### config.mk
export PLATFORM = sky130hd
export DESIGN_NAME = irb_back
export DESIGN_NICKNAME = d
export VERILOG_FILES = /design/src/rtl/irb_pkg.sv /design/src/rtl/irb_back.sv
export SDC_FILE = /design/constraint.sdc
export NUM_CORES = 1
export LEC_CHECK = 0
export BUFFER_PORTS_ARGS = -buffer_cell sky130_fd_sc_hd__buf_4
export CORE_MARGIN = 5
export CORE_UTILIZATION = 45
export DETAILED_ROUTE_END_ITERATION = 10
export HOLD_SLACK_MARGIN = 0.1
export PLACE_DENSITY_LB_ADDON = 0.3
export SLEW_MARGIN = 20
export SYNTH_ARGS = -nofsm -noshare
export SYNTH_HDL_FRONTEND = slang
export SYNTH_SLANG_ARGS = --single-unit
### constraint.sdc
create_clock -name clk -period 5.8 [get_ports clk]
set_input_delay 0.58 -clock clk [delete_from_list [all_inputs] [get_ports clk]]
set_output_delay 0.58 -clock clk [all_outputs]
set_load 0.005 [all_outputs]
### src/rtl/irb_pkg.sv
// Shared types and constants for the image rebin unit.
`default_nettype none
package irb_pkg;
    localparam int MaxWidth  = 4096;
    localparam int MaxFactor = 8;
    localparam int ColW      = 12;
    localparam int SumW      = 38;
    localparam int CntW      = 7;

    localparam logic [1:0] RegEnlarge = 2'd0;
    localparam logic [1:0] RegFactor  = 2'd1;
    localparam logic [1:0] RegWidth   = 2'd2;
    localparam logic [1:0] RegHeight  = 2'd3;

    typedef enum logic [1:0] {
        OP_COPY,
        OP_AVG
    } op_t;

    // Classified job passed from front to back.
    typedef struct packed {
        op_t          op;
        logic [31:0]  value;
        logic         missing;
        logic [SumW-1:0] sum;
        logic [CntW-1:0] cnt;
        logic [3:0]   copies;
        logic         eof;
    } job_t;

    typedef enum logic [1:0] {
        BK_IDLE,
        BK_DIV,
        BK_EMIT
    } bk_state_t;
endpackage
`default_nettype wire

### src/rtl/irb_back.sv
// Back end: serial rounding divider and replicated result emission.
`default_nettype none
module irb_back
    import irb_pkg::*;
(
    input  wire logic        clk,
    input  wire logic        rst_n,
    input  wire logic        job_valid,
    input  job_t             job,
    output logic             job_ready,
    output logic             out_valid,
    input  wire logic        out_ready,
    output logic [31:0]      out_value,
    output logic             out_missing,
    output logic             out_last,
    output logic             out_eof
);
    localparam int QW = SumW + 1;
    bk_state_t state_reg, state_next;
    logic [QW-1:0] num_reg, rem_reg;
    logic [CntW:0] den_reg;
    logic [5:0]    bit_reg;
    logic          neg_reg;
    logic [31:0]   val_reg;
    logic          miss_reg, eof_reg;
    logic [3:0]    left_reg;

    logic [QW-1:0] rem_sh;
    logic          ge;
    assign rem_sh = {rem_reg[QW-2:0], num_reg[QW-1]};
    assign ge = rem_sh >= QW'(den_reg);

    always_comb
    begin
        state_next = state_reg;
        unique case (state_reg)
            BK_IDLE: if (job_valid)
                state_next = (job.op == OP_AVG && job.cnt != '0) ? BK_DIV : BK_EMIT;
            BK_DIV:  if (bit_reg == 6'd0) state_next = BK_EMIT;
            BK_EMIT: if (out_ready && left_reg == 4'd1) state_next = BK_IDLE;
            default: state_next = BK_IDLE;
        endcase
    end

    always_comb
    begin
        job_ready   = (state_reg == BK_IDLE);
        out_valid   = (state_reg == BK_EMIT);
        out_value   = val_reg;
        out_missing = miss_reg;
        out_last    = (left_reg == 4'd1);
        out_eof     = eof_reg && (left_reg == 4'd1);
    end

    logic [SumW-1:0] mag;
    assign mag = job.sum[SumW-1] ? -job.sum : job.sum;

    always_ff @(posedge clk or negedge rst_n)
    begin
        if (!rst_n)
        begin
            state_reg <= BK_IDLE;
            left_reg  <= 4'd0;
        end
        else
        begin
            state_reg <= state_next;
            unique case (state_reg)
                BK_IDLE: if (job_valid)
                begin
                    left_reg <= job.copies;
                    eof_reg  <= job.eof;
                    if (job.op == OP_AVG)
                    begin
                        miss_reg <= (job.cnt == '0);
                        val_reg  <= '0;
                        num_reg  <= {mag, 1'b0} + QW'(job.cnt);
                        rem_reg  <= '0;
                        den_reg  <= {job.cnt, 1'b0};
                        bit_reg  <= 6'(QW - 1);
                        neg_reg  <= job.sum[SumW-1];
                    end
                    else
                    begin
                        miss_reg <= job.missing;
                        val_reg  <= job.value;
                    end
                end
                BK_DIV:
                begin
                    rem_reg <= ge ? rem_sh - QW'(den_reg) : rem_sh;
                    num_reg <= {num_reg[QW-2:0], ge};
                    bit_reg <= bit_reg - 1'b1;
                    if (bit_reg == 6'd0)
                        val_reg <= neg_reg ? 32'd0 - {num_reg[30:0], ge}
                                           : {num_reg[30:0], ge};
                end
                BK_EMIT: if (out_ready) left_reg <= left_reg - 1'b1;
                default: ;
            endcase
        end
    end
endmodule
`default_nettype wire

==> impl_metrics.yaml, run 1 <==
placement:
  dp_hpwl_um: 18000
  placed_area_mm2: 0.0107
  portBuffers: 125
  dp_slack_ns: 0.866
  gp_congestion: 0.862
worst_setup_path:
  start_kind: "flip-flop"
  cp_max_fo: 7
  r2r-end: "out_value[26]"
  required_ns: 5.94
  rr_worst_depth: 15
  crit_buf_inv: 1
  cp_slowest_cell: "or4_4"
  critical-path-top-delay-family: "simple AND/OR/NAND/NOR gates"
  rr_startpoint: "rem_reg[11]"
  cp_data_arrival_time_ns: 5.11
  crit_type: "reg2reg"
  r2r_setup_slack_ns: 0.83
  critPathMaxStageDelay_ns: 0.57
  crit_chain: "or4_4, or4_4, or4b_4, or3_1, nor3_4, nand3_4, clkinv_2, ha_1, nand2_1, nor3_1, nand3_1, or4_1, o31ai_1, xor2_1, o21ai_0"
  cpMostUsedCell: "or4_4"
  endpoint_kind: "flip-flop"
flow_run:
  drv_cap: 0
synthesis:
  yosysSeqAreaShare_pct: 40.5
  synth_fp_nets: 1162
  synth_edf_count: 125
  ys_ff_latch: 131
  syn_avg_cell_area_um2: 9.17
  ys_warn_count: 0
  ys_types: 84
  async_reset_ff_share_pct: 4.58
  postSynthCellCount: 1052
  synth_area_mm2: 0.00964
  synthFlopType: "edfxtp_1"
detailed_routing:
  route.detailed.drc: 0
  wire_per_inst_um: 17.6
  ant_nets: 0
  vias_per_cell: 5.84
  drtPass1Iterations: 6
  vias: 8358
  drt_iter0_markers: 684
  wl_um: 25100
sta:
  maxSlewHeadroom_pct: 25.9
  rsz0062_at_grt: "false"
  hold_ws_ns: 0.335
  finClkSkew_ns: 0.00838
  setup_viol: 0
  drv_slew: 0
  worst_slack_ns: 0.826
  tightest_slew_ns: 1.11
  post-route-min-period_ns: 4.97
  tns_ns: 0
  hold_viol: 0
  fmax_mhz: 201
  fin_crit_sh_pct: 85.8
clock_network:
  cts.sinks: 131
  numCtsBuffers: 17
  cts_resized: 0
  clkTransAtPathRegs_ns: 0.06
  cts_tree: "built"
  htree_levels: 4
  clock_latency_ns: 0.42
  cts_hold_buf: 1
  post_cts_buffers: 0
  root_buffer: "clkbuf_16"
  cts_buffer_depth: 2
global_routing:
  grt_util_met1_pct: 30.3
  grt_pass1_wl_um: 40300
  grt_antenna_before_repair: 0
  grt_max_degree: 84
  grt_usage_pct: 20.3
  met2_usage_pct: 30.3
  met3_usage_pct: 3.35
  gr-total-overflow: 0
  busiest_layer: "met1"
  grt_pass1_vias: 7746
hold_path:
  min-delay-start: "job[0]"
  hold_depth: 1
  hold_class: "in2reg"
  min_to: "eof_reg"
floorplan:
  ios: 126
  fp.dieW_um: 156
  initial_core_util_pct: 45.7
  coreArea_mm2: 0.0211
  rows: 53
  dieHeight_um: 156
  dieArea_mm2: 0.0245
power_and_ir_drop:
  power.density_mw_per_mm2: 245
  peakVddDrop_v: 0.000210
  p_leak_uw: 0.00394
layout:
  syn_to_final_growth_pct: 16.5
  drive_gt1_share_pct: 16.7
  utilization_pct: 53.3
  diodes: 0
  layout.nets: 1254
  stdcell_area_mm2: 0.0112
  largest_reg_flops: 39
status:
  status: "finished, final reports clean"
[metrics by stage]
step           power [uW]  cells
2_1_floorplan        1590   1052
3_3_place_gp         1800   1399
3_5_place_dp         1810   1399
4_1_cts              2760   1430
5_1_grt              2880   1430
6_report             2750   1430
[metal layers]
| layer | up-vias | part of all wire, % |
|---|---|---|
| li1 | 4171 | - |
| met1 | 3898 | 49 |
| met2 | 264 | 44 |
| met3 | 25 | 6.1 |
| met4 | 0 | 1.4 |
| met5 | - | 0 |
[synth_stat cells, types with 7 or more instances]
cell	count	area (um2)
edfxtp_1	125	3750
nand2_1	121	454
nor2_1	78	293
o21ai_0	63	315
a21oi_1	53	265
clkbuf_1	42	158
xor2_1	39	342
o31ai_1	37	278
xnor2_1	37	324
nand3_1	32	160
nor3_1	32	160
inv_1	31	116
nand2b_1	30	188
or4_1	30	225
or3_1	28	175
nor4_1	26	163
ha_1	19	238
mux2i_1	18	180
nand4_1	17	106
o41ai_1	13	114
a31oi_1	9	56.3
nand4b_1	8	70.1
nor2b_1	8	50.1
or2_2	8	50.1
nand3b_1	7	52.6
o21a_1	7	52.6
[layout make-up]
| class | count | area, um2 |
|---|---|---|
| clock buffer | 19 | 433 |
| clock inverter | 11 | 71.3 |
| fill | 1984 | 9850 |
| inverter | 32 | 121 |
| multi-input combinational | 829 | 5360 |
| sequential | 131 | 3900 |
| tap | 275 | 344 |
| timing repair buffer | 133 | 1000 |
[worst reg2reg max path, stage by stage (launching register included)]
cell	delay, ns
edfxtp_1	0.40
or4_4	0.57
or4_4	0.47
or4b_4	0.53
or3_1	0.48
nor3_4	0.31
nand3_4	0.15
clkinv_2	0.09
ha_1	0.15
nand2_1	0.08
nor3_1	0.25
nand3_1	0.13
or4_1	0.56
o31ai_1	0.26
xor2_1	0.17
o21ai_0	0.08
[cell families after synthesis]
family                     synth area share, %
xor gates and xnor gates                  6.90
and+or+nand+nor                           26.8
AOI/OAI and AO/OA                         16.6
muxes                                     2.10
buffers and inverters                     4.26
DFF                                       40.5
adders and majority gates                 2.88
[placed cells by master, fill, tap and decap left out, drive strengths merged, types with 5 or more instances in the layout]
master  synthesis  layout
nand2b         30      30
nor3           34      34
nor4           32      32
a211oi          6       6
nand4b          8       8
nor2           79      79
or4            32      32
nand3          35      35
and3            6       6
dfrtp           6       6
o211ai          5       5
nand2         121     121
inv            31      31
edfxtp        125     125
or2             9       9
a31oi          10      10
clkinv          1      11
o22ai           6       6
o31ai          37      37
clkbuf         42      19
a21oi          53      53
o21ai          65      65
nand3b          7       7
mux2i          18      18
nand4          18      18
a32oi           6       6
nor2b           8       8
xnor2          37      37
or3            29      29
ha             19      19
o21a            7       7
xor2           39      39
buf            18     132
o41ai          14      14
[power by group]
part	leakage, uW	internal [uW]	switching (uW)
logic	0.00248	248	344
registers	0.00121	1140	60.2
clock network	0.000249	570	388
[how the worst max path moves through the flow]
stage | start | to | slack (ns) | cells after the start
2_1_floorplan | job[83] | bit_reg[0] | 0.96 | 3
3_3_place_gp | rem_reg[11] | out_value[26] | 0.92 | 15
3_5_place_dp | rem_reg[11] | out_value[26] | 0.87 | 15
4_1_cts | rem_reg[11] | out_value[26] | 0.83 | 15
5_1_grt | rem_reg[11] | out_value[26] | 0.52 | 15
6_report | rem_reg[11] | out_value[26] | 0.83 | 15
Note: power is estimated with default switching activity, not from simulation.
==> run 2, diff against run 1 <==
--- a/config.mk
+++ b/config.mk
@@ -5,6 +5,7 @@
 export SDC_FILE = /design/constraint.sdc
 export NUM_CORES = 1
 export LEC_CHECK = 0
+export ABC_AREA = 1
 export BUFFER_PORTS_ARGS = -buffer_cell sky130_fd_sc_hd__buf_4
 export CORE_MARGIN = 5
 export CORE_UTILIZATION = 45
==> impl_metrics.yaml, run 2 <==
layout:
  layout.cells.non_filler: 1808
  diodes: 0
  final_cell_mix: "323 x nand2_1, 187 x nor2_1, 162 x nand3_1"
  largest_reg_flops: 39
  layout.nets: 1620
  syn_to_final_growth_pct: 18.3
  num-fill-cells: 2169
  mostFrequentLayoutCell: "nand2_1"
  drive_gt1_share_pct: 16.7
  stdcell_area_mm2: 0.0120
synthesis:
  yosysSeqAreaShare_pct: 38.5
  synth_fp_nets: 1503
  synth.most_common_cell: "nand2_1"
  yosys.area.top_type_share_pct: 37.0
  ys_ff_latch: 131
  ys_types: 54
  synth_edf_count: 125
  synth_area_mm2: 0.0101
  synthTopCellsByCount: "323 x nand2_1, 189 x nor2_1, 162 x nand3_1, 153 x inv_1, 125 x edfxtp_1"
  synthTopCellsByArea: "edfxtp_1 37%, nand2_1 12%, nand3_1 8.0%"
  yosysTopAreaCell: "edfxtp_1"
  ys_warn_count: 0
  async_reset_ff_share_pct: 4.58
  synthFlopType: "edfxtp_1"
  postSynthCellCount: 1393
  syn_avg_cell_area_um2: 7.29
clock_network:
  cts_hold_buf: 1
  cts.sinks: 131
  cts_tree: "built"
  numCtsBuffers: 17
  root_buffer: "clkbuf_16"
  cts_resized: 0
  htree_levels: 4
  clkTransAtPathRegs_ns: 0.06
  post_cts_buffers: 0
  clock_latency_ns: 0.42
  cts_buffer_depth: 2
sta:
  post-route-min-period_ns: 3.78
  finClkSkew_ns: 0.00974
  tightest_slew_ns: 1.10
  fmax_mhz: 265
  tns_ns: 0
  fin_crit_sh_pct: 65.1
  hold_viol: 0
  drv_slew: 0
  maxSlewHeadroom_pct: 26.5
  worst_slack_ns: 2.02
  rsz0062_at_grt: "false"
  setup_viol: 0
hold_path:
  min-delay-start: "job[0]"
  min_to: "eof_reg"
  hold_class: "in2reg"
  hold_depth: 1
detailed_routing:
  ant_nets: 0
  wire_per_inst_um: 15.8
  drtPass1Iterations: 6
  drt_iter0_markers: 1014
  vias_per_cell: 5.40
  wl_um: 28500
  vias: 9772
  route.detailed.drc: 0
placement:
  dp_slack_ns: 2.05
  gp_congestion: 0.942
  place_inst: 1774
  dp_hpwl_um: 22000
  placed_area_mm2: 0.0114
  portBuffers: 125
worst_setup_path:
  critical-path-top-delay-family: "simple AND/OR/NAND/NOR gates"
  required_ns: 5.96
  cp_slowest_cell: "nor4_1"
  cp_max_fo: 5
  crit_type: "reg2reg"
  rr_startpoint: "rem_reg[0]"
  r2r_setup_slack_ns: 2.02
  endpoint_kind: "flip-flop"
  r2r-end: "out_value[26]"
  cp_num_cells: 18
  critPathMaxStageDelay_ns: 0.49
  start_kind: "flip-flop"
  crit_chain: "inv_1, ha_1, fa_1, o21ai_1, nand2_1, nand2_1, a21oi_4, inv_2, nor2_4, ha_1, nand4_1, nor4_1, nand3_1, nand2_1, o21a_1, o21ai_0, nand2_1, o211ai_1"
  rr_worst_depth: 18
  cp_data_arrival_time_ns: 3.94
  crit_buf_inv: 2
  cpMostUsedCell: "nand2_1"
global_routing:
  grt_pass1_vias: 9188
  grt_max_degree: 84
  gr-total-overflow: 0
  grt_antenna_before_repair: 0
  grt_pass1_wl_um: 46700
  grt_usage_pct: 22.1
power_and_ir_drop:
  p_leak_uw: 0.00503
  total_power_uw: 2850
  p_seq_share_pct: 41.3
  sw_frac_of_total_pct: 27.7
  power.switching_uw: 790
  clock_power_share_pct: 38.8
  peakVddDrop_v: 0.000196
  power.internal_uw: 2060
  power.density_mw_per_mm2: 237
  p_comb_share_pct: 19.9
floorplan:
  fp.dieW_um: 160
  coreArea_mm2: 0.0224
  dieArea_mm2: 0.0257
  initial_core_util_pct: 45.2
  dieHeight_um: 160
  ios: 126
  rows: 55
status:
  status: "finished, final reports clean"
flow_run:
  drv_cap: 0
[run 2: cell count changes after synthesis, sizes merged, moves of 18 or more]
cell	before	now
or3	29	0
or4	32	0
nor2	79	220
nor4	32	10
clkbuf	42	18
nand2b	30	0
mux2i	18	0
nand3	35	166
xnor2	37	12
o31ai	37	2
nand2	121	352
inv	31	159
[run 2: power by group through the flow]
stage | Combinational, uW | Sequential (uW) | Clock, uW
final | 567 | 1180 | 1110
after global routing | 642 | 1190 | 1150
after CTS | 566 | 1180 | 1120
after detailed placement | 562 | 1200 | 0
after global placement | 549 | 1200 | 0
after floorplan | 344 | 1190 | 0
[run 2: how the worst max path moves through the flow]
stage | from | end | slack, ns
detailed placement | rem_reg[3] | out_value[26] | 2.05
finish | rem_reg[0] | out_value[26] | 2.02
global route | rem_reg[0] | out_value[26] | 1.57
floorplan | job[83] | bit_reg[0] | 0.76
global placement | rem_reg[3] | out_value[30] | 2.15
CTS | rem_reg[0] | out_value[26] | 2.03
[run 2: cell families (layout without fill, tap and decap cells)]
kind of cell / after synthesis / count (layout) / share of synthesized area (%)
xor+xnor: 44 / 44 / 3.80
fa+ha+maj: 21 / 21 / 2.74
flops: 131 / 131 / 38.5
simple gates: 850 / 850 / 38.9
buf+inv: 196 / 326 / 7.42
compound gates: 151 / 151 / 8.69
[run 2: final cells by class]
class	instances	area [um2]	share of cell area, %
sequential	131	3900	32.5
multi-input combinational	1066	5520	46.0
clock inverter	14	168	1.40
tap	285	357	2.97
inverter	160	602	5.01
timing repair buffer	134	1030	8.56
clock buffer	18	429	3.57
[run 2: routing by layer]
layer	vias up	part of all wire, %	track usage (%)
li1	4905	-	-
met1	4467	49	33.6
met2	375	42	32.9
met3	25	7.5	3.79
met4	0	1.1	4.89
met5	-	0	0
[run 2: worst register-to-register path, cell delays in order (launching register included)]
cell	delay, ns
edfxtp_1	0.37
inv_1	0.07
ha_1	0.20
fa_1	0.23
o21ai_1	0.12
nand2_1	0.10
nand2_1	0.15
a21oi_4	0.27
inv_2	0.07
nor2_4	0.17
ha_1	0.22
nand4_1	0.16
nor4_1	0.49
nand3_1	0.28
nand2_1	0.15
o21a_1	0.19
o21ai_0	0.12
nand2_1	0.08
o211ai_1	0.08
[run 2: per-stage QoR]
step / hold WS [ns] / utilization, %
after floorplan: 0.284 / -
after global placement: 0.395 / 50.7
after detailed placement: 0.395 / 50.7
after CTS: 0.325 / 53.4
after global routing: 0.327 / 53.5
final: 0.339 / 53.5
==> run 3, diff against run 2 <==
==> constraint.sdc (replaced) <==
create_clock -name clk -period 3.1 [get_ports clk]
set_input_delay 0.31 -clock clk [delete_from_list [all_inputs] [get_ports clk]]
set_output_delay 0.31 -clock clk [all_outputs]
set_load 0.005 [all_outputs]
==> impl_metrics.yaml, run 3 (synthesis results as in run 2) <==
floorplan:
  dieHeight_um: 160
  coreArea_mm2: 0.0224
  dieArea_mm2: 0.0257
  ios: 126
  initial_core_util_pct: 45.2
  fp.dieW_um: 160
  rows: 55
power_and_ir_drop:
  power.density_mw_per_mm2: 428
  peakVddDrop_v: 0.000365
  p_leak_uw: 0.00525
detailed_routing:
  ant_nets: 0
  drtPass1Iterations: 6
  wl_um: 29300
  route.detailed.drc: 0
  vias_per_cell: 5.37
  drt_iter0_markers: 787
  vias: 9940
  wire_per_inst_um: 15.8
layout:
  largest_reg_flops: 39
  final_cell_mix: "319 x nand2_1, 186 x nor2_1, 169 x buf_4"
  diodes: 0
  syn_to_final_growth_pct: 23.0
  layout.cells.non_filler: 1851
  mostFrequentLayoutCell: "nand2_1"
  drive_gt1_share_pct: 20.5
  num-fill-cells: 2168
  layout.nets: 1663
sta:
  tightest_slew_ns: 0.809
  post-route-min-period_ns: 2.92
  drv_slew: 0
  hold_ws_ns: 0.110
  finClkSkew_ns: 0.00990
  fin_crit_sh_pct: 94.3
  fmax_mhz: 342
  maxSlewHeadroom_pct: 45.7
  hold_viol: 0
  setup_viol: 0
clock_network:
  clkTransAtPathRegs_ns: 0.06
  clock_latency_ns: 0.42
  root_buffer: "clkbuf_16"
  cts_tree: "built"
  cts_buffer_depth: 2
  cts.sinks: 131
  htree_levels: 4
  numCtsBuffers: 17
worst_setup_path:
  critPathMaxStageDelay_ns: 0.38
  rr_worst_depth: 19
  required_ns: 3.26
  start_kind: "flip-flop"
  crit_buf_inv: 2
  crit_type: "reg2reg"
  critical-path-top-delay-family: "simple AND/OR/NAND/NOR gates"
  cp_data_arrival_time_ns: 3.09
  endpoint_kind: "flip-flop"
  r2r_setup_slack_ns: 0.18
  cp_slowest_cell: "edfxtp_1"
  crit_chain: "inv_1, ha_2, fa_2, o21ai_2, nand2_2, nand2_4, a21oi_4, inv_2, nor2_4, ha_4, nand4_1, nor4_4, nand3_2, nor2_1, nand2_1, nand2_2, o21ai_2, nand2_1, o211ai_1"
  rr_startpoint: "rem_reg[0]"
  r2r-end: "out_value[28]"
  cp_max_fo: 4
global_routing:
  grt_antenna_before_repair: 0
  grt_max_degree: 70
  grt_pass1_wl_um: 47800
  gr-total-overflow: 0
  grt_pass1_vias: 9400
  grt_usage_pct: 22.6
placement:
  dp_hpwl_um: 23000
  portBuffers: 125
  place_inst: 1810
  gp_congestion: 0.918
hold_path:
  min-delay-start: "job[11]"
  min_to: "den_reg[7]"
  hold_depth: 1
  hold_class: "in2reg"
flow_run:
  drv_cap: 0
status:
  status: "finished, final reports clean"
[run 3: power breakdown]
part,internal (uW),switching [uW]
clock,1250,780
combinational,442,666
sequential,2120,86.3
total,3810,1530
[run 3: what timing repair did]
action,in CTS,in global routing
gates resized for setup,12,11
pin swaps,7,9
hold endpoints to repair,10,0
cloned,0,0
setup buffers,2,2
endpoints found under the setup margin,5,9
hold buffers,5,0
[run 3: final cells by class]
cell class | instances | area, um2 | share of cell area, %
Inverter | 160 | 614 | 4.92
Multi-Input combinational cell | 1066 | 5640 | 45.2
Tap cell | 285 | 357 | 2.86
Clock buffer | 17 | 425 | 3.41
Timing Repair Buffer | 177 | 1380 | 11.0
Clock inverter | 15 | 166 | 1.33
Sequential cell | 131 | 3900 | 31.3
[run 3: worst max path at each step]
stage | from | end | slack (ns) | cells past startpoint
floorplan | job[83] | bit_reg[0] | -0.21 | 5
global placement | rem_reg[0] | out_value[30] | -0.05 | 18
detailed placement | rem_reg[3] | out_value[30] | -0.12 | 17
CTS | rem_reg[0] | out_value[30] | 0.004 | 18
global route | rem_reg[0] | out_value[28] | -0.01 | 19
finish | rem_reg[0] | out_value[28] | 0.18 | 19
[run 3: routing by layer]
layer  track usage, %  up-vias  routed length [um]
met5                0        -                   0
met4             5.98        0                 570
met3             3.48       40                1770
met2             34.2      328               12700
met1             33.9     4579               14300
li1                 -     4993                   -
[run 3: stage by stage]
step	setup TNS [ns]	worst slack (ns)	total power, uW	utilization, %	area [um2]
3_5_place_dp	-0.368	-0.121	3330	52.2	11700
4_1_cts	0	0.00360	5360	55.3	12400
5_1_grt	-0.0134	-0.0134	5580	55.6	12500
3_3_place_gp	-0.134	-0.0527	3300	52.2	11700
6_report	0	0.177	5340	55.6	12500
2_1_floorplan	-17.39	-0.210	2870	-	10200
